===== config.mk =====
export PLATFORM = sky130hd
export DESIGN_NAME = fpsa_ctrl
export DESIGN_NICKNAME = d
export VERILOG_FILES = /design/src/rtl/core/fpsa_pkg.sv /design/src/rtl/core/fpsa_ctrl.sv
export SDC_FILE = /design/constraint.sdc
export NUM_CORES = 1
export LEC_CHECK = 0
export ABC_AREA = 0
export BUFFER_PORTS_ARGS = -buffer_cell sky130_fd_sc_hd__buf_2
export CORE_MARGIN = 5
export CORE_UTILIZATION = 50
export DETAILED_ROUTE_END_ITERATION = 16
export GPL_TIMING_DRIVEN = 0
export PLACE_DENSITY_LB_ADDON = 0.3
export SLEW_MARGIN = 5
export SYNTH_ARGS = -nofsm -noshare
export SYNTH_HDL_FRONTEND = slang
export SYNTH_SLANG_ARGS = --single-unit

===== constraint.sdc =====
create_clock -name clk -period 5.9 [get_ports clk]
set_input_delay 0 -clock clk [delete_from_list [all_inputs] [get_ports clk]]
set_output_delay 0 -clock clk [all_outputs]
set_load 0.03 [all_outputs]

===== src/rtl/core/fpsa_pkg.sv =====
// Shared types, sizes and codes for the fit-policy segment allocator.
// Used by fpsa_cell, fpsa_ctrl and the top level; depends on nothing.
`default_nettype none

package fpsa_pkg;

  // Table shape
  localparam int MAX_SEGMENTS = 64;
  localparam int SIZE_BITS    = 16;
  localparam int IDX_W        = $clog2(MAX_SEGMENTS);
  localparam int CNT_W        = $clog2(MAX_SEGMENTS + 1);

  // Configuration port
  localparam int CFG_IDX_W  = 1;
  localparam int CFG_DATA_W = 16;
  localparam logic [CFG_IDX_W-1:0] REG_ALLOC_MODE = 1'd0;
  localparam logic [CFG_IDX_W-1:0] REG_POOL_SIZE  = 1'd1;

  // Reset value of the pool size register
  localparam logic [CFG_DATA_W-1:0] POOL_RESET = 16'd800;

  // Fit policies
  localparam logic [1:0] MODE_FIRST = 2'd0;
  localparam logic [1:0] MODE_BEST  = 2'd1;
  localparam logic [1:0] MODE_WORST = 2'd2;

  // Result status codes
  localparam logic [1:0] ST_OK    = 2'd0;
  localparam logic [1:0] ST_NOFIT = 2'd1;
  localparam logic [1:0] ST_FULL  = 2'd2;

  // Candidate that ripples along the cell row
  typedef struct packed {
    logic                 found;
    logic [IDX_W-1:0]     idx;
    logic [SIZE_BITS-1:0] size;
  } tok_t;

  // Search context broadcast to every cell
  typedef struct packed {
    logic [1:0]           mode;
    logic [SIZE_BITS-1:0] req;
    logic [CNT_W-1:0]     count;
  } scan_t;

  // Table update broadcast to every cell
  typedef struct packed {
    logic                 init;
    logic                 alloc;
    logic                 split;
    logic [IDX_W-1:0]     pick;
    logic [SIZE_BITS-1:0] req;
    logic [SIZE_BITS-1:0] left;
    logic [SIZE_BITS-1:0] pool;
  } cmd_t;

endpackage

`default_nettype wire


===== src/rtl/core/fpsa_ctrl.sv =====
// Sequencer of the segment allocator: registers, scan timing, commit and result word.
// Depends on fpsa_pkg.
`default_nettype none

module fpsa_ctrl (
  input  wire logic                              clk,
  input  wire logic                              rst_n,
  input  wire logic                              start,
  output logic                                   busy,
  input  wire logic [fpsa_pkg::SIZE_BITS-1:0]      in_request_size,
  input  wire logic                              cfg_valid,
  output logic                                   cfg_ready,
  input  wire logic [fpsa_pkg::CFG_IDX_W-1:0]      cfg_index,
  input  wire logic [fpsa_pkg::CFG_DATA_W-1:0]     cfg_data,
  input  wire fpsa_pkg::tok_t                      last_tok,
  output fpsa_pkg::scan_t                          scan,
  output fpsa_pkg::cmd_t                           cmd,
  output logic                                   out_valid,
  output logic [1:0]                             out_status,
  output logic [fpsa_pkg::IDX_W-1:0]               out_segment_index,
  output logic [fpsa_pkg::CNT_W-1:0]               out_segment_total
);
  import fpsa_pkg::*;

  typedef enum logic [2:0] {
    S_IDLE   = 3'b001,
    S_SCAN   = 3'b010,
    S_COMMIT = 3'b100
  } state_t;

  localparam logic [IDX_W-1:0] SCAN_LAST = IDX_W'(MAX_SEGMENTS - 1);
  localparam logic [CNT_W-1:0] CNT_FULL  = CNT_W'(MAX_SEGMENTS);
  localparam logic [CNT_W-1:0] CNT_ONE   = CNT_W'(1);

  state_t               state_r, state_nxt;
  logic [IDX_W-1:0]     step_r, step_nxt;
  logic [SIZE_BITS-1:0] req_r;
  logic [1:0]           mode_r;
  logic [CNT_W-1:0]     count_r, count_nxt;
  logic                 valid_r;
  logic [1:0]           status_r, status_nxt;
  logic [IDX_W-1:0]     index_r, index_nxt;
  logic [CNT_W-1:0]     total_r;
  logic                 accept;
  logic                 pool_wr;
  logic                 need_split;
  logic                 do_alloc;

  assign cfg_ready = 1'b1;
  assign busy      = (state_r != S_IDLE);
  assign accept    = start && !busy;
  assign pool_wr   = cfg_valid && cfg_ready && (cfg_index == REG_POOL_SIZE);

  // Decide the outcome from the candidate that left the last cell
  always_comb begin
    need_split = last_tok.found && (last_tok.size > req_r);
    status_nxt = ST_OK;
    index_nxt  = '0;
    do_alloc   = 1'b0;
    count_nxt  = count_r;
    if (!last_tok.found) begin
      status_nxt = ST_NOFIT;
    end else if (need_split && count_r == CNT_FULL) begin
      status_nxt = ST_FULL;
    end else begin
      do_alloc  = 1'b1;
      index_nxt = last_tok.idx;
      if (need_split) begin
        count_nxt = count_r + CNT_ONE;
      end
    end
  end

  // Broadcast the search context and the table update
  always_comb begin
    scan.mode  = mode_r;
    scan.req   = req_r;
    scan.count = count_r;
    cmd.init   = !rst_n || pool_wr;
    cmd.alloc  = (state_r == S_COMMIT) && do_alloc;
    cmd.split  = need_split;
    cmd.pick   = last_tok.idx;
    cmd.req    = req_r;
    cmd.left   = last_tok.size - req_r;
    cmd.pool   = rst_n ? SIZE_BITS'(cfg_data) : SIZE_BITS'(POOL_RESET);
  end

  // Advance the sequencer
  always_comb begin
    state_nxt = state_r;
    step_nxt  = step_r;
    case (state_r)
      S_IDLE: begin
        if (accept) begin
          state_nxt = S_SCAN;
          step_nxt  = '0;
        end
      end
      S_SCAN: begin
        step_nxt = step_r + IDX_W'(1);
        if (step_r == SCAN_LAST) begin
          state_nxt = S_COMMIT;
        end
      end
      S_COMMIT: begin
        state_nxt = S_IDLE;
      end
      default: begin
        state_nxt = S_IDLE;
      end
    endcase
  end

  // Control registers
  always_ff @(posedge clk) begin
    if (!rst_n) begin
      state_r <= S_IDLE;
      step_r  <= '0;
      mode_r  <= MODE_FIRST;
      count_r <= CNT_ONE;
      valid_r <= 1'b0;
    end else begin
      state_r <= state_nxt;
      step_r  <= step_nxt;
      valid_r <= (state_r == S_COMMIT);
      if (cfg_valid && cfg_ready && cfg_index == REG_ALLOC_MODE) begin
        mode_r <= cfg_data[1:0];
      end
      if (pool_wr) begin
        count_r <= CNT_ONE;
      end else if (state_r == S_COMMIT) begin
        count_r <= count_nxt;
      end
    end
  end

  // Hold the request and the result word
  always_ff @(posedge clk) begin
    if (accept) begin
      req_r <= in_request_size;
    end
    if (state_r == S_COMMIT) begin
      status_r <= status_nxt;
      index_r  <= index_nxt;
      total_r  <= count_nxt;
    end
  end

  assign out_valid         = valid_r;
  assign out_status        = status_r;
  assign out_segment_index = index_r;
  assign out_segment_total = total_r;

endmodule

`default_nettype wire


==> reports/results.txt <==
The run gives 339 as the gate count of the mapped netlist. The floorplan has 29 rows. The count of buffers inserted at the top-level ports was 158; the number of H-tree levels was 2. The critical register-to-register path endpoint is out_segment_index[0]. In the post-synthesis netlist, the cell with the most instances is sky130_fd_sc_hd__edfxtp_1. The average wire per standard cell is 14.0 um, and the CTS buffer count is 5.

The final critical path time including I/O delays and setup works out to 3.04 ns. The run gives 160 as the I/O pin count. The flow ran to the end, and the final reports show no timing, DRC or antenna violations. Worst reg-to-reg setup slack: 3.08 ns. The overall die width is 89.9 um. The critical path class is reg2out. The number of enable flip-flop cells after synthesis was 31; the initial core utilization was 50.9%.

Setup repair after global routing left no endpoint under its margin. The total setup violations reported at the end of the flow is 0. The post-route clock period utilization is 51.6%. The tools report the global routing usage on met3 as 5.01%. Routability-driven placement finished with a final weighted congestion of 0.861. The logs give 56.6% for the normalized max-slew margin and 53 for the post-synthesis cell type count. The clock latency on the worst-skew pair is 0.29 ns.

TritonCTS built the clock tree. The critical path ends at cmd[55]. The ratio of cells with drive above 1 in the final layout works out to 38.9%.

STA classifies the critical path endpoint as an output pin. The number of antenna diodes in the final layout is 0. In the synthesized netlist the async set-or-reset flop fraction comes to 0%. After detailed routing, the number of vias per cell comes to 5.09. The highest fanout seen on the critical path is 10. The number of violations of the max-capacitance limit was 0. Derived from the worst setup path, the maximum achievable clock frequency is 329 MHz.

IR analysis of the VDD net gives a maximum drop of 0.118 mV. For this block, the initial DRC count from the detailed router was 130. For met1 alone, demand over resource in global routing was 24.4%.

The first-pass GRT wire length is 13900 um. In the post-synthesis netlist, the biggest area contributors are sky130_fd_sc_hd__edfxtp_1 (29%), sky130_fd_sc_hd__dfxtp_1 (12%), sky130_fd_sc_hd__ha_1 (7.4%), sky130_fd_sc_hd__buf_4 (5.9%), sky130_fd_sc_hd__xnor2_1 (3.8%). The most critical setup path has its startpoint at req_r[0].

The sum of routed wire length over all layers was 8420 um. The clock-pin transition on the worst setup and hold timing paths came out at 0.10 ns. The worst setup path is launched from a register. The tree is rooted in a sky130_fd_sc_hd__clkbuf_8. The top cell type by total area after synthesis is sky130_fd_sc_hd__edfxtp_1. The sum of net half-perimeters after detailed placement was 6640 um.

Share of synthesized area occupied by flip-flops and latches: 41.1%. The logs give 3.04 ns for the arrival time at the worst endpoint and 0 for the total number of yosys warnings. The hold violation total from the final report came out at 0. In this run the most used layer during global routing was met2.

Data on the critical path is required at its endpoint by 5.90 ns. In this run the cell area of the synthesized design comes to 3190 um2. Global routing consumed, on the met2 layer, 35.0% of the routing resources. Number of nets in the synthesized netlist: 419.

Between clock sinks in the finished design, the worst skew comes to 0.00792 ns. The commonest cells after synthesis are sky130_fd_sc_hd__edfxtp_1 (31), sky130_fd_sc_hd__inv_1 (28), sky130_fd_sc_hd__buf_4 (25). The count of pins over their slew limit is 0. Setup TNS: 0 ns.

Entering global routing, the biggest net connects 19 pins. Sum of overflow across all layers after global routing: 0. The number of antenna violations at the first check in global routing is 0, and the final standard cell utilization of the core is 69.5%. The logs give 3024 for the via count of the first global-routing pass and 8080 um2 for the area of the die. Leakage power: 2.14 nW.

The min-delay analysis places its worst path in the category in2reg. For the pin with the worst max-slew slack, the measured transition is 0.650 ns. The count of cells along the worst register-to-register path is 8. The first detailed-routing pass took 4 iterations. The worst register-to-register path begins at req_r[0]. After the last flow step, the layout net total stands at 603. Die height: 89.9 um. The logs give 2 for the buffer levels on the longest clock path and 1550 um2 for the area of the multi-input gates.

The count of nets left with antenna violations once routing finished came out at 0. Dividing the synthesized area by the synthesized cell count gives 9.42 um2. The top-area cell type share of the netlist area was 29.2%. Hold path startpoint: last_tok[22]. The overall routing resource usage is 20.2%.

The tools report the total DRC errors in the routed layout as 0. The clock sink count is 50, and the cell area power density is 212 nW/um2. The sequential cells in the finished layout cover a total of 1310 um2. The routed via count was 3057. The most instantiated flip-flop cell in the synthesis netlist was sky130_fd_sc_hd__edfxtp_1. After filler insertion, the fill cell instance count of the layout stands at 510.

The floorplan step defined a core boundary enclosing 6280 um2. The area growth from synthesis to layout is 36.6%. The post-synthesis sequential element count was 50; the count of buffers added by post-CTS timing repair for setup was 0.
final cells by class:
cell class	count	area share (%)
Buffer	32	5.25
Clock buffer	5	1.58
Clock inverter	3	0.373
Tap cell	77	2.21
Sequential cell	50	30.1
Multi-Input combinational cell	229	35.5
Timing Repair Buffer	177	22.6
Inverter	28	2.41
registers in the layout (all words and copies together) (netlist names):
signal             cells
out_segment_index      6
out_segment_total      7
out_status             2
step_r                 6
count_r                7
req_r                 16
mode_r                 2
out_valid              1
state_r                3
cell usage in the layout, fill, tap and decap left out, types with 2 or more instances in the layout:
cell type	netlist	routed
sky130_fd_sc_hd__a21boi_0	2	2
sky130_fd_sc_hd__a21o_1	2	2
sky130_fd_sc_hd__a21oi_1	24	24
sky130_fd_sc_hd__a21oi_2	2	2
sky130_fd_sc_hd__a31oi_1	2	2
sky130_fd_sc_hd__and2_1	15	15
sky130_fd_sc_hd__and3_1	11	11
sky130_fd_sc_hd__and3b_1	2	2
sky130_fd_sc_hd__buf_2	0	158
sky130_fd_sc_hd__buf_4	25	25
sky130_fd_sc_hd__buf_6	2	2
sky130_fd_sc_hd__clkbuf_1	5	5
sky130_fd_sc_hd__clkbuf_8	0	5
sky130_fd_sc_hd__dfxtp_1	19	19
sky130_fd_sc_hd__dlygate4sd3_1	0	18
sky130_fd_sc_hd__edfxtp_1	31	31
sky130_fd_sc_hd__ha_1	19	19
sky130_fd_sc_hd__inv_1	28	28
sky130_fd_sc_hd__mux2i_1	3	3
sky130_fd_sc_hd__nand2_1	14	14
sky130_fd_sc_hd__nand2b_1	11	11
sky130_fd_sc_hd__nand3_1	12	12
sky130_fd_sc_hd__nand3b_1	3	3
sky130_fd_sc_hd__nand4_1	6	6
sky130_fd_sc_hd__nor2_1	20	19
sky130_fd_sc_hd__nor2b_1	9	9
sky130_fd_sc_hd__nor3_1	2	2
sky130_fd_sc_hd__o211ai_1	3	3
sky130_fd_sc_hd__o21a_1	3	3
sky130_fd_sc_hd__o21ai_0	16	16
sky130_fd_sc_hd__o21bai_1	3	3
sky130_fd_sc_hd__o31ai_1	2	2
sky130_fd_sc_hd__o41ai_1	2	2
sky130_fd_sc_hd__or3_2	2	2
sky130_fd_sc_hd__xnor2_1	14	14
sky130_fd_sc_hd__xor2_1	5	5
critical path, stage by stage, from the launching register on:
cell,delay [ns]
sky130_fd_sc_hd__edfxtp_1,0.41
sky130_fd_sc_hd__ha_1,0.23
sky130_fd_sc_hd__fa_1,0.41
sky130_fd_sc_hd__nand2b_1,0.18
sky130_fd_sc_hd__a21oi_2,0.21
sky130_fd_sc_hd__a21oi_2,0.14
sky130_fd_sc_hd__o21ai_2,0.41
sky130_fd_sc_hd__nand3_1,0.31
sky130_fd_sc_hd__and3_1,0.27
sky130_fd_sc_hd__buf_2,0.17
worst min path at each step:
stage	to	slack, ns	cells after the start
2_1_floorplan	req_r[0]	0.1	0
4_1_cts	out_status[0]	0.01	2
6_report	out_status[0]	0.03	2
3_3_place_gp	req_r[2]	0.18	1
5_1_grt	out_segment_index[1]	0.01	2
3_5_place_dp	req_r[4]	0.18	1
logic make-up after synthesis:
logic type      count (synthesis)  synth area share [%]
flops                          50                  41.1
buf+inv                        60                  10.5
fa+ha+maj                      20                  8.07
simple gates                  118                  20.8
xor+xnor                       19                  5.21
mux                             4                  1.29
other cells                     1                 0.117
compound gates                 67                  12.9
stage by stage:
stage	total power, W	cell area, um2	hold slack (ns)	std cells	setup WS [ns]
after floorplan	0.000631	3190	0.0989	339	3.07
after global placement	0.000720	4080	0.177	574	2.95
after detailed placement	0.000728	4100	0.179	575	3.13
after CTS	0.000933	4360	0.0127	601	2.89
after global routing	0.000974	4360	0.0119	601	2.66
final	0.000924	4360	0.0256	601	2.86
layer usage:
layer / vias to the layer above / routed length, um
met2: 128 / 4250
met4: 0 / 155
met3: 14 / 613
met5: - / 0
met1: 1392 / 3400
li1: 1523 / -
repair_timing:
action / 4_1_cts / 5_1_grt
hold buffers: 18 / 0
hold endpoints to repair: 18 / 0
gates resized for setup: 0 / 0
setup endpoints to repair: 0 / 0
where the power goes:
group	switching, W	leakage [nW]	internal, W
clock network	0.000113	0.0377	0.0000811
registers	0.00000710	0.457	0.000381
logic	0.000216	1.65	0.000125
total	0.000336	2.14	0.000588
Power figures use the tool's default switching activity.
