File: src/rtl/core/fpsa_pkg.sv
// Shared types, sizes and codes for the fit-policy segment allocator.
// Used by fpsa_cell, fpsa_ctrl and the top level; depends on nothing.
`default_nettype none

package fpsa_pkg;

  // Table shape
  localparam int MAX_SEGMENTS = 64;
  localparam int SIZE_BITS    = 16;
  localparam int IDX_W        = $clog2(MAX_SEGMENTS);
  localparam int CNT_W        = $clog2(MAX_SEGMENTS + 1);

  // Configuration port
  localparam int CFG_IDX_W  = 1;
  localparam int CFG_DATA_W = 16;
  localparam logic [CFG_IDX_W-1:0] REG_ALLOC_MODE = 1'd0;
  localparam logic [CFG_IDX_W-1:0] REG_POOL_SIZE  = 1'd1;

  // Reset value of the pool size register
  localparam logic [CFG_DATA_W-1:0] POOL_RESET = 16'd800;

  // Fit policies
  localparam logic [1:0] MODE_FIRST = 2'd0;
  localparam logic [1:0] MODE_BEST  = 2'd1;
  localparam logic [1:0] MODE_WORST = 2'd2;

  // Result status codes
  localparam logic [1:0] ST_OK    = 2'd0;
  localparam logic [1:0] ST_NOFIT = 2'd1;
  localparam logic [1:0] ST_FULL  = 2'd2;

  // Candidate that ripples along the cell row
  typedef struct packed {
    logic                 found;
    logic [IDX_W-1:0]     idx;
    logic [SIZE_BITS-1:0] size;
  } tok_t;

  // Search context broadcast to every cell
  typedef struct packed {
    logic [1:0]           mode;
    logic [SIZE_BITS-1:0] req;
    logic [CNT_W-1:0]     count;
  } scan_t;

  // Table update broadcast to every cell
  typedef struct packed {
    logic                 init;
    logic                 alloc;
    logic                 split;
    logic [IDX_W-1:0]     pick;
    logic [SIZE_BITS-1:0] req;
    logic [SIZE_BITS-1:0] left;
    logic [SIZE_BITS-1:0] pool;
  } cmd_t;

endpackage

`default_nettype wire

File: src/rtl/core/fpsa_cell.sv
// One table entry of the segment allocator: size, free mark and a candidate stage.
// Depends on fpsa_pkg.
`default_nettype none

module fpsa_cell (
  input  wire logic                         clk,
  input  wire logic [fpsa_pkg::IDX_W-1:0]     cell_idx,
  input  wire fpsa_pkg::scan_t                scan,
  input  wire fpsa_pkg::cmd_t                 cmd,
  input  wire fpsa_pkg::tok_t                 tok_in,
  input  wire logic [fpsa_pkg::SIZE_BITS-1:0] prev_size,
  input  wire logic                           prev_free,
  output fpsa_pkg::tok_t                      tok_out,
  output logic [fpsa_pkg::SIZE_BITS-1:0]      size_out,
  output logic                                free_out
);
  import fpsa_pkg::*;

  logic [SIZE_BITS-1:0] size_r;
  logic                 free_r;
  tok_t                 tok_r;
  tok_t                 tok_nxt;
  logic                 in_use;
  logic                 fits;
  logic                 take;
  logic [IDX_W:0]       idx_ext;
  logic [IDX_W:0]       after_pick;

  // Compare own entry against the incoming candidate
  always_comb begin
    in_use = {1'b0, cell_idx} < scan.count;
    fits   = in_use && free_r && (size_r >= scan.req);
    case (scan.mode)
      MODE_FIRST: take = fits && !tok_in.found;
      MODE_BEST:  take = fits && (!tok_in.found || size_r < tok_in.size);
      MODE_WORST: take = fits && (!tok_in.found || size_r > tok_in.size);
      default:    take = 1'b0;
    endcase
    if (take) begin
      tok_nxt.found = 1'b1;
      tok_nxt.idx   = cell_idx;
      tok_nxt.size  = size_r;
    end else begin
      tok_nxt = tok_in;
    end
  end

  // Hand the candidate to the next cell
  always_ff @(posedge clk) begin
    tok_r <= tok_nxt;
  end

  assign idx_ext    = {1'b0, cell_idx};
  assign after_pick = {1'b0, cmd.pick} + {{IDX_W{1'b0}}, 1'b1};

  // Load, resize, or shift the entry down from its neighbor
  always_ff @(posedge clk) begin
    if (cmd.init) begin
      if (cell_idx == '0) begin
        size_r <= cmd.pool;
        free_r <= 1'b1;
      end
    end else if (cmd.alloc) begin
      if (cell_idx == cmd.pick) begin
        size_r <= cmd.req;
        free_r <= 1'b0;
      end else if (cmd.split && idx_ext == after_pick) begin
        size_r <= cmd.left;
        free_r <= 1'b1;
      end else if (cmd.split && idx_ext > after_pick) begin
        size_r <= prev_size;
        free_r <= prev_free;
      end
    end
  end

  assign tok_out  = tok_r;
  assign size_out = size_r;
  assign free_out = free_r;

endmodule

`default_nettype wire

File: config.mk
export PLATFORM = sky130hd
export DESIGN_NAME = fpsa_cell
export DESIGN_NICKNAME = d
export VERILOG_FILES = /design/src/rtl/core/fpsa_pkg.sv /design/src/rtl/core/fpsa_cell.sv
export SDC_FILE = /design/constraint.sdc
export NUM_CORES = 1
export LEC_CHECK = 0
export BUFFER_PORTS_ARGS = -buffer_cell sky130_fd_sc_hd__buf_2
export CAP_MARGIN = 20
export CELL_PAD_IN_SITES_DETAIL_PLACEMENT = 0
export CELL_PAD_IN_SITES_GLOBAL_PLACEMENT = 1
export CORE_MARGIN = 5
export CORE_UTILIZATION = 30
export DETAILED_ROUTE_END_ITERATION = 10
export GPL_TIMING_DRIVEN = 0
export PLACE_DENSITY_LB_ADDON = 0.1
export SYNTH_ARGS = -nofsm -noshare
export SYNTH_HDL_FRONTEND = slang
export SYNTH_SLANG_ARGS = --single-unit
File: constraint.sdc
create_clock -name clk -period 4.95 [get_ports clk]
set_input_delay 0.7425 -clock clk [delete_from_list [all_inputs] [get_ports clk]]
set_output_delay 0.7425 -clock clk [all_outputs]
set_load 0.05 [all_outputs]
==> flow_summary_export.csv, run 1 <==
group,metric,value,unit
cells_and_area,multi_input_area,0.00194,mm^2
route,wl_per_cell,13.9,um
grt,grt_pass1_wl,14300,um
synth,syn-cell-area,0.00312,mm^2
clock_network,htree_levels,2,
worst_setup_path,end_kind,"flip-flop",
synth,synth-async-reset-ratio,0,%
cells_and_area,layout_commonest_cell,"buf_2",
placed_design,dp_hpwl,7980,um
cells_and_area,final_layout_size_suffix_gt1_share,40.4,%
route,drt_pass1_iterations,4,
grt,antenna_found_initial,0,
worst_hold_path,min_from,"size_out[1]",
cells_and_area,final_nets,684,
worst_setup_path,path_class,"in2reg",
route,drc,0,
clock_network,ctsResizeCount,0,
power,pwr_density_cell,222,mW/mm^2
worst_setup_path,arrival,3390,ps
worst_setup_path,worstPathMaxFanout,10,
sta,setup_ws,1580,ps
sta,fmax,297,MHz
sta,period_share,68.0,%
cells_and_area,seqCellArea,971,um^2
route,vias,2853,
placed_design,gp_congestion,0.796,
synth,yosysTopAreaCellShare,18.4,%
floorplanning,row_count,37,
grt,grt_pass1_vias,3002,
worst_hold_path,hold-path-cell-count,1,
sta,fin_skew,7.88,ps
sta,rsz0062_at_grt,"no",
synth,ys_seq_area_share,31.1,%
sta,period_minus_slack,3370,ps
power,irDropWorstVdd,89.9,uV
synth,ys_top_cells_by_area,"ha_1 (18%), edfxtp_1 (16%), dfxtp_1 (15%)",
clock_network,postCtsHoldBufs,0,
worst_hold_path,hold_path_end,"tok_out[1]",
synth,synth-edff-count,17,
synth,synth-main-ff-cell,"dfxtp_1",
synth,synth_area_leader_cell,"ha_1",
synth,synth_fp_nets,509,
route,routed_wl,8950,um
cells_and_area,fill_cells,1069,
cells_and_area,final_cell_mix,"buf_2 (168), ha_1 (46), inv_1 (43), a21oi_1 (28), o21ai_0 (25)",
synth,synth_seq_cells,40,
worst_setup_path,required,4970,ps
placed_design,pre_cts_slack,1200,ps
floorplanning,placeableCoreArea,0.0102,mm^2
route,drt_iter0_drc,63,
synth,synth_xor_area_share,2.53,%
worst_setup_path,r2r_start,"size_out[15]",
job,drv_cap,0,
synth,synth_compound_area_share,14.0,%
sta,tightest_slew,899,ps
synth,postSynthAreaPerCell,9.35,um^2
route,postRouteAntennaNets,0,
clock_network,clk_pin_slew,80,ps
sta,slew_viol_final,0,
cells_and_area,area_growth,36.2,%
worst_setup_path,ff2ff_path_depth,8,
synth,synth_top_family_by_area,"adder cells",
sta,setup_tns,0,ps
synth,yosys_warnings,0,
clock_network,clock-root-buffer,"clkbuf_8",
synth,synthAdderAreaFrac,18.4,%
sta,slew_headroom,39.4,%
clock_network,ctsLongestPathBuffers,2,
outcome,status,"complete, no violations",
synth,syn_inst,334,
placed_design,portBuffers,167,
power,leakage,2.16,nW
clock_network,cts_tree,"built",
route,via_per_inst,4.42,
sta,hold_viol,0,
floorplanning,fp.dieH,112,um
grt,grt_overflow,0,
cells_and_area,diodes,0,
clock_network,post_cts_buffers,0,
floorplanning,die_x,112,um
floorplanning,start_util,30.5,%
floorplanning,ios,169,
synth,synth-simple-area-share,11.6,%
grt,grtUsageTotal,14.0,%
sta,setup_viol,0,
floorplanning,dieArea,0.0125,mm^2
synth,synthDistinctLibCells,44,
worst_setup_path,timing.rr.end,"tok_out[16]",
worst_setup_path,r2r_slack,2030,ps
synth,muxShareOfSynthArea,15.5,%
clock_network,clock-sinks,40,
worst_setup_path,start_kind,"input port",
clock_network,insertion_delay,290,ps
clock_network,numCtsBuffers,5,
worst_hold_path,hold_class,"reg2reg",
grt,grt_start_max_net_pins,13,
cell usage after synthesis (3+ instances only):
cell type and instances:
mux2i_1 16, nand4_1 5, a21o_1 4, nand2_1 24, ha_1 46, nand2b_1 5
o21ai_0 25, a21oi_1 28, xnor2_1 5, inv_1 43, nor2_1 21, clkbuf_1 4
edfxtp_1 17, o211ai_1 3, dfxtp_1 23, xor2_1 4, mux2_4 20, buf_1 3
nand3_1 7
final cells by class:
cell class / count / share of cell area (%)
Clock inverter: 2 / 0.824
Inverter: 43 / 3.80
Buffer: 10 / 1.27
Timing Repair Buffer: 168 / 19.8
Clock buffer: 6 / 1.71
Tap cell: 136 / 4.00
Multi-Input combinational cell: 241 / 45.7
Sequential cell: 40 / 22.8
layer usage:
layer	GRT usage (%)	part of all wire, %	vias to the layer above
li1	-	-	1525
met1	17.5	44	1219
met2	23.9	47	102
met3	3.88	7.7	7
met4	3.77	1.2	0
met5	0	0	-
worst max-delay path by stage:
stage | startpoint | to | slack [ps] | cells past startpoint
floorplan | cmd[56] | free_out | 1150 | 3
global placement | cmd[56] | size_out[4] | 490 | 3
detailed placement | cmd[48] | size_out[14] | 1200 | 12
CTS | cmd[48] | size_out[14] | 1510 | 12
global route | cmd[48] | size_out[14] | 1320 | 12
finish | cmd[48] | size_out[14] | 1580 | 12
worst max-delay path, stage by stage:
cell,delay (ps)
buf_2,120
ha_1,220
xnor2_1,140
ha_1,300
and4_1,170
nand3_1,100
nor2_1,650
buf_2,410
mux2i_1,230
nor2_1,50
a21oi_1,150
o21ai_0,110
metrics by stage:
step	instance area, um^2	utilization, %	std cells	hold WS [ps]	total power [W]
3_3_place_gp	4130	40.3	637	601	0.000683
3_5_place_dp	4140	40.5	638	598	0.000689
6_report	4250	41.5	646	603	0.000942
4_1_cts	4250	41.5	646	616	0.000960
5_1_grt	4250	41.5	646	640	0.00100
2_1_floorplan	3120	-	334	844	0.000578
state kept, by name (all words and copies together), names as in the netlist:
name,cells
free_out,1
size_out,16
tok_out,23
kinds of logic after synthesis:
kind of cell | Yosys count
AND/OR/NAND/NOR | 75
AO/OA/AOI/OAI | 73
buffers and inverters | 53
adder cells (fa/ha/maj) | 46
flip-flops | 40
multiplexers | 38
XOR/XNOR | 9
report_power, final:
group / internal, W / switching, W
clock network: 0.000150 / 0.000115
logic: 0.000124 / 0.000174
registers: 0.000367 / 0.0000123
total: 0.000640 / 0.000302
Note: power is estimated with default switching activity, not from simulation.
==> run 2: changes to the inputs <==
==> constraint.sdc (replaced) <==
create_clock -name clk -period 3.2 [get_ports clk]
set_input_delay 0.48 -clock clk [delete_from_list [all_inputs] [get_ports clk]]
set_output_delay 0.48 -clock clk [all_outputs]
set_load 0.05 [all_outputs]
==> run 2 against run 1 <==
  * Clock power grew 41%
  * Hold slack lost 190 ps
  * Die area is the same
  * Core utilization grew 0.098 points
  * Total power grew 51%
  * Critical path depth shrank 4
  * Register-to-register slack lost 1700 ps
  * Largest power group unchanged
  * Non-clock buffer count is the same
  * Highest routed layer unchanged
  * Sequential power grew 55%
  * Count of clock-buffer cells in the layout grew 2
==> flow_summary_export.csv, run 2 (same netlist as run 1, synthesis figures left out) <==
group,metric,value,unit
sta,fin_skew,6.19,ps
cells_and_area,seqCellArea,971,um^2
clock_network,htree_levels,2,
cells_and_area,fill_cells,1088,
worst_hold_path,hold_path_end,"tok_out[19]",
clock_network,ctsLongestPathBuffers,2,
cells_and_area,final_nets,684,
cells_and_area,final_cell_mix,"buf_2 (168), ha_1 (46), inv_1 (43), a21oi_1 (28), o21ai_0 (25)",
placed_design,portBuffers,167,
route,wl_per_cell,14.3,um
placed_design,pre_cts_slack,-280,ps
cells_and_area,final_util,41.6,%
route,postRouteAntennaNets,0,
sta,setup_viol,0,
cells_and_area,area_growth,36.5,%
route,via_per_inst,4.39,
worst_setup_path,start_kind,"flip-flop",
floorplanning,dieArea,0.0125,mm^2
sta,period_minus_slack,2920,ps
clock_network,numCtsBuffers,5,
cells_and_area,final_layout_size_suffix_gt1_share,40.6,%
clock_network,insertion_delay,290,ps
cells_and_area,layout_commonest_cell,"buf_2",
cells_and_area,largest_reg_flops,23,
grt,grt_pass1_vias,3054,
floorplanning,start_util,30.5,%
clock_network,clock-sinks,40,
power,pwr_density_cell,334,mW/mm^2
route,drt_pass1_iterations,4,
worst_setup_path,r2r_slack,280,ps
grt,grt_start_max_net_pins,14,
route,drc,0,
sta,slew_headroom,63.2,%
sta,fmax,343,MHz
grt,grt_overflow,0,
placed_design,gp_congestion,0.753,
worst_setup_path,timing.rr.end,"tok_out[16]",
floorplanning,die_x,112,um
job,drv_cap,0,
sta,slew_viol_final,0,
placed_design,dp_hpwl,8020,um
worst_setup_path,path_class,"reg2reg",
worst_setup_path,worstPathMaxFanout,10,
worst_hold_path,min_from,"tok_in[19]",
cells_and_area,diodes,0,
sta,tightest_slew,551,ps
grt,grt_pass1_wl,14800,um
grt,grtUsageTotal,14.6,%
worst_setup_path,r2r_start,"size_out[13]",
route,vias,2839,
clock_network,postCtsHoldBufs,0,
worst_setup_path,arrival,3100,ps
worst_hold_path,hold_class,"in2reg",
power,leakage,2.17,nW
outcome,status,"complete, no violations",
power,irDropWorstVdd,115,uV
sta,hold_viol,0,
clock_network,cts_tree,"built",
floorplanning,ios,169,
clock_network,clock-root-buffer,"clkbuf_8",
worst_setup_path,required,3380,ps
floorplanning,placeableCoreArea,0.0102,mm^2
route,routed_wl,9270,um
sta,rsz0062_at_grt,"no",
cells_and_area,multi_input_area,0.00196,mm^2
route,drt_iter0_drc,75,
sta,setup_ws,284,ps
floorplanning,fp.dieH,112,um
sta,period_share,91.1,%
worst_hold_path,hold-path-cell-count,2,
grt,antenna_found_initial,0,
clock_network,clk_pin_slew,80,ps
worst_setup_path,end_kind,"flip-flop",
floorplanning,row_count,37,
worst_setup_path,ff2ff_path_depth,8,
-- run 2: cell type report --
class / instances / area share [%]
buffer: 10 / 1.26
clock buffer: 8 / 2.35
inverter: 43 / 3.79
multi-input combinational: 241 / 45.9
sequential: 40 / 22.8
tap: 136 / 3.99
timing repair buffer: 168 / 19.9
-- run 2: routing by layer --
metal / vias to the layer above / track usage (%) / part of all wire, %
met5: - / 0 / 0
met4: 0 / 3.61 / 1.0
met3: 5 / 4.20 / 8.1
met2: 100 / 25.5 / 48
met1: 1211 / 17.8 / 43
li1: 1523 / - / -
-- run 2: where the power goes --
group / internal [W] / switching (W)
sequential: 0.000567 / 0.0000190
combinational: 0.000193 / 0.000272
clock: 0.000197 / 0.000176
-- run 2: worst max-delay path by stage --
stage	slack [ps]	depth (start not counted)	endpoint	start
2_1_floorplan	270	8	tok_out[10]	size_out[7]
3_3_place_gp	-240	12	size_out[14]	cmd[48]
3_5_place_dp	-280	12	size_out[14]	cmd[48]
4_1_cts	40	12	size_out[14]	cmd[48]
5_1_grt	70	8	tok_out[17]	size_out[15]
6_report	280	8	tok_out[16]	size_out[13]
-- run 2: what timing repair did --
action | CTS | global route
buffers inserted | 0 | 0
setup endpoints to repair | 0 | 9
gates resized for setup | 0 | 1
-- run 2: critical path: stages (launching register included) --
cell and delay, ps:
edfxtp_1 490, ha_1 330, nand4_1 170, nor4_1 100
a22o_1 210, or4_4 500, a311oi_4 440, buf_6 240
mux2_4 310
-- run 2: per-stage QoR --
stage | hold WS [ps] | cells | TNS, ps | cell area [um^2] | power, W
floorplan | 581 | 334 | 0 | 3130 | 0.000895
global placement | 601 | 637 | -2070 | 4140 | 0.00106
detailed placement | 598 | 638 | -2360 | 4160 | 0.00107
CTS | 390 | 646 | 0 | 4260 | 0.00146
global route | 402 | 646 | 0 | 4260 | 0.00152
finish | 409 | 646 | 0 | 4260 | 0.00142
==> run 3: changes to the inputs <==
--- a/config.mk
+++ b/config.mk
@@ -5,12 +5,14 @@
 export SDC_FILE = /design/constraint.sdc
 export NUM_CORES = 1
 export LEC_CHECK = 0
+export ABC_AREA = 1
 export BUFFER_PORTS_ARGS = -buffer_cell sky130_fd_sc_hd__buf_2
 export CAP_MARGIN = 20
 export CELL_PAD_IN_SITES_DETAIL_PLACEMENT = 0
 export CELL_PAD_IN_SITES_GLOBAL_PLACEMENT = 1
 export CORE_MARGIN = 5
 export CORE_UTILIZATION = 30
+export CTS_BUF_LIST = sky130_fd_sc_hd__clkbuf_2 sky130_fd_sc_hd__clkbuf_4 sky130_fd_sc_hd__clkbuf_8
 export DETAILED_ROUTE_END_ITERATION = 10
 export GPL_TIMING_DRIVEN = 0
 export PLACE_DENSITY_LB_ADDON = 0.1
==> run 3 against run 2 <==
  * Sequential share of layout area down 0.66 points
  * Hold slack worse by 19 ps
  * Count of clock-buffer cells in the layout down 1
  * Core utilization down 0.99 points
  * Final cell count up 13%
  * Combinational power up 23%
  * Largest power group unchanged
  * Wire length up 7.6%
  * Largest cell class unchanged
==> flow_summary_export.csv, run 3 <==
group,metric,value,unit
worst_setup_path,required,3190,ps
clock_network,post_cts_buffers,0,
cells_and_area,diodes,0,
floorplanning,fp.dieH,115,um
worst_setup_path,r2r_start,"size_out[15]",
cells_and_area,largest_reg_flops,23,
job,drv_cap,0,
worst_setup_path,arrival,2490,ps
clock_network,htree_levels,2,
floorplanning,die_x,115,um
grt,grt_pass1_vias,3380,
route,top_layer_used,"met4",
floorplanning,ios,169,
sta,fmax,399,MHz
synth,ys_top_cells_by_area,"ha_1 (18%), edfxtp_1 (16%), dfxtp_1 (14%)",
synth,postSynthAreaPerCell,7.98,um^2
clock_network,clk_pin_slew,70,ps
route,met2_length,4900,um
clock_network,clock-sinks,40,
clock_network,cts_tree,"built",
sta,setup_tns,0,ps
cells_and_area,fill_cells,1177,
route,vias,3313,
worst_setup_path,start_kind,"input port",
sta,rsz0062_at_grt,"no",
floorplanning,row_count,38,
route,drt_pass1_iterations,4,
floorplanning,dieArea,0.0131,mm^2
route,wl_met3,822,um
clock_network,numCtsBuffers,5,
floorplanning,placeableCoreArea,0.0108,mm^2
power,leakage,2.45,nW
route,wl_met1,4200,um
synth,synth_top_family_by_area,"simple AND/OR/NAND/NOR gates",
worst_setup_path,end_kind,"flip-flop",
synth,synth-main-ff-cell,"dfxtp_1",
grt,grt_start_max_net_pins,13,
cells_and_area,final_cell_mix,"buf_2 (169), nand2_1 (89), inv_1 (55), ha_1 (46), a21oi_1 (36)",
synth,ys_seq_area_share,29.6,%
worst_setup_path,startpoint,"cmd[48]",
synth,syn-cell-area,0.00328,mm^2
clock_network,postCtsHoldBufs,0,
power,finalPower,0.00152,W
synth,synth-simple-area-share,25.2,%
placed_design,portBuffers,167,
sta,slew_viol_final,0,
route,via_per_inst,4.56,
synth,synth_seq_cells,40,
sta,setup_viol,0,
synth,synthDistinctLibCells,37,
synth,synth_xor_area_share,1.33,%
cells_and_area,multi_input_area,0.00197,mm^2
worst_setup_path,path_class,"in2reg",
synth,synth-async-reset-ratio,0,%
synth,muxShareOfSynthArea,4.88,%
synth,yosysTopAreaCellShare,17.5,%
route,drt_iter0_drc,121,
power,irDropWorstVdd,147,uV
worst_hold_path,min_from,"tok_in[17]",
cells_and_area,area_growth,33.8,%
grt,antenna_found_initial,0,
cells_and_area,final_nets,761,
cells_and_area,final_util,40.7,%
synth,synthAdderAreaFrac,17.5,%
route,drc,0,
synth,yosys_warnings,0,
clock_network,clock-root-buffer,"clkbuf_8",
clock_network,ctsResizeCount,0,
cells_and_area,seqCellArea,971,um^2
sta,period_minus_slack,2500,ps
placed_design,gp_congestion,0.780,
route,postRouteAntennaNets,0,
sta,hold_viol,0,
grt,grt_pass1_wl,15600,um
synth,synth_area_leader_cell,"ha_1",
sta,slew_headroom,70.7,%
worst_hold_path,hold_class,"in2reg",
clock_network,ctsLongestPathBuffers,2,
synth,synth-edff-count,17,
synth,syn_inst,411,
sta,period_share,78.2,%
floorplanning,start_util,30.4,%
route,wl_per_cell,13.7,um
sta,tightest_slew,439,ps
worst_setup_path,worstPathMaxFanout,12,
cells_and_area,final_layout_size_suffix_gt1_share,35.8,%
sta,fin_skew,4.13,ps
grt,grtUsageTotal,14.8,%
synth,yosys-top-cells-count,"nand2_1 (89), inv_1 (55), ha_1 (46), a21oi_1 (36), nand3_1 (28)",
synth,synth_compound_area_share,11.2,%
clock_network,insertion_delay,280,ps
cells_and_area,layout_commonest_cell,"buf_2",
synth,synth.most_common_cell,"nand2_1",
route,routed_wl,9970,um
placed_design,dp_hpwl,8770,um
outcome,status,"complete, no violations",
synth,synth_fp_nets,586,
grt,grt_overflow,0,
power,pwr_density_cell,346,mW/mm^2
## run 3: cell count changes in the layout (fill, tap and decap cells not counted), moves of 5 or more
cell | previous run | this run
nor3b_2 | 0 | 9
o21ai_0 | 25 | 16
a21oi_1 | 28 | 36
nor2_1 | 20 | 12
inv_1 | 43 | 55
nor3b_1 | 1 | 7
o21ai_1 | 1 | 10
nand2b_1 | 5 | 0
nand2_1 | 24 | 89
nand3_1 | 7 | 28
mux2_4 | 20 | 0
## run 3: per-stage QoR
step,worst slack [ps],instances,hold WS [ps],instance area [um^2]
after global placement,-118,718,561,4290
after detailed placement,311,719,571,4300
final,696,727,390,4390
after floorplan,472,411,583,3280
after CTS,628,727,375,4390
after global routing,439,727,379,4390
## run 3: kinds of logic (layout without fill, tap and decap cells)
logic type                 Yosys count  in the layout
DFF                                 40             40
muxes                               16             16
xor gates and xnor gates             5              5
buffers and inverters               71            247
AOI/OAI and AO/OA                   70             70
and+or+nand+nor                    163            163
adders and majority gates           46             46
## run 3: path summary, 6_finish.rpt
kind            endpoint  slack, ps  depth (start not counted)
max          size_out[3]        700                         11
min          tok_out[17]        390                          3
max reg2reg  tok_out[14]       1180                         11
min reg2reg   tok_out[0]        570                          2
## run 3: final cells by class
| type | count | area share (%) |
|---|---|---|
| timing repair buffer | 168 | 19.2 |
| clock buffer | 7 | 1.91 |
| inverter | 57 | 4.99 |
| clock inverter | 1 | 0.114 |
| sequential | 40 | 22.1 |
| buffer | 14 | 2.65 |
| tap | 140 | 3.99 |
| multi-input combinational | 300 | 45.0 |
## run 3: power breakdown
| part | leakage [nW] | switching [W] | internal [W] | total, W |
|---|---|---|---|---|
| sequential | 0.348 | 0.0000284 | 0.000580 | 0.000608 |
| combinational | 2.05 | 0.000368 | 0.000204 | 0.000572 |
| clock | 0.0491 | 0.000168 | 0.000170 | 0.000338 |
## run 3: layer usage
metal	up-vias	track usage (%)
li1	1731	-
met1	1473	17.9
met2	107	26.3
met3	2	3.81
met4	0	3.09
met5	-	0
## run 3: worst max-delay path, cell delays in order
cell and delay (ps):
buf_2 110, ha_1 210, xnor2_1 130, ha_1 290, nand2_1 100, o21ai_0 190, a21oi_1 80, o21ai_0 160
a31oi_1 100, nor2_1 340, buf_4 280
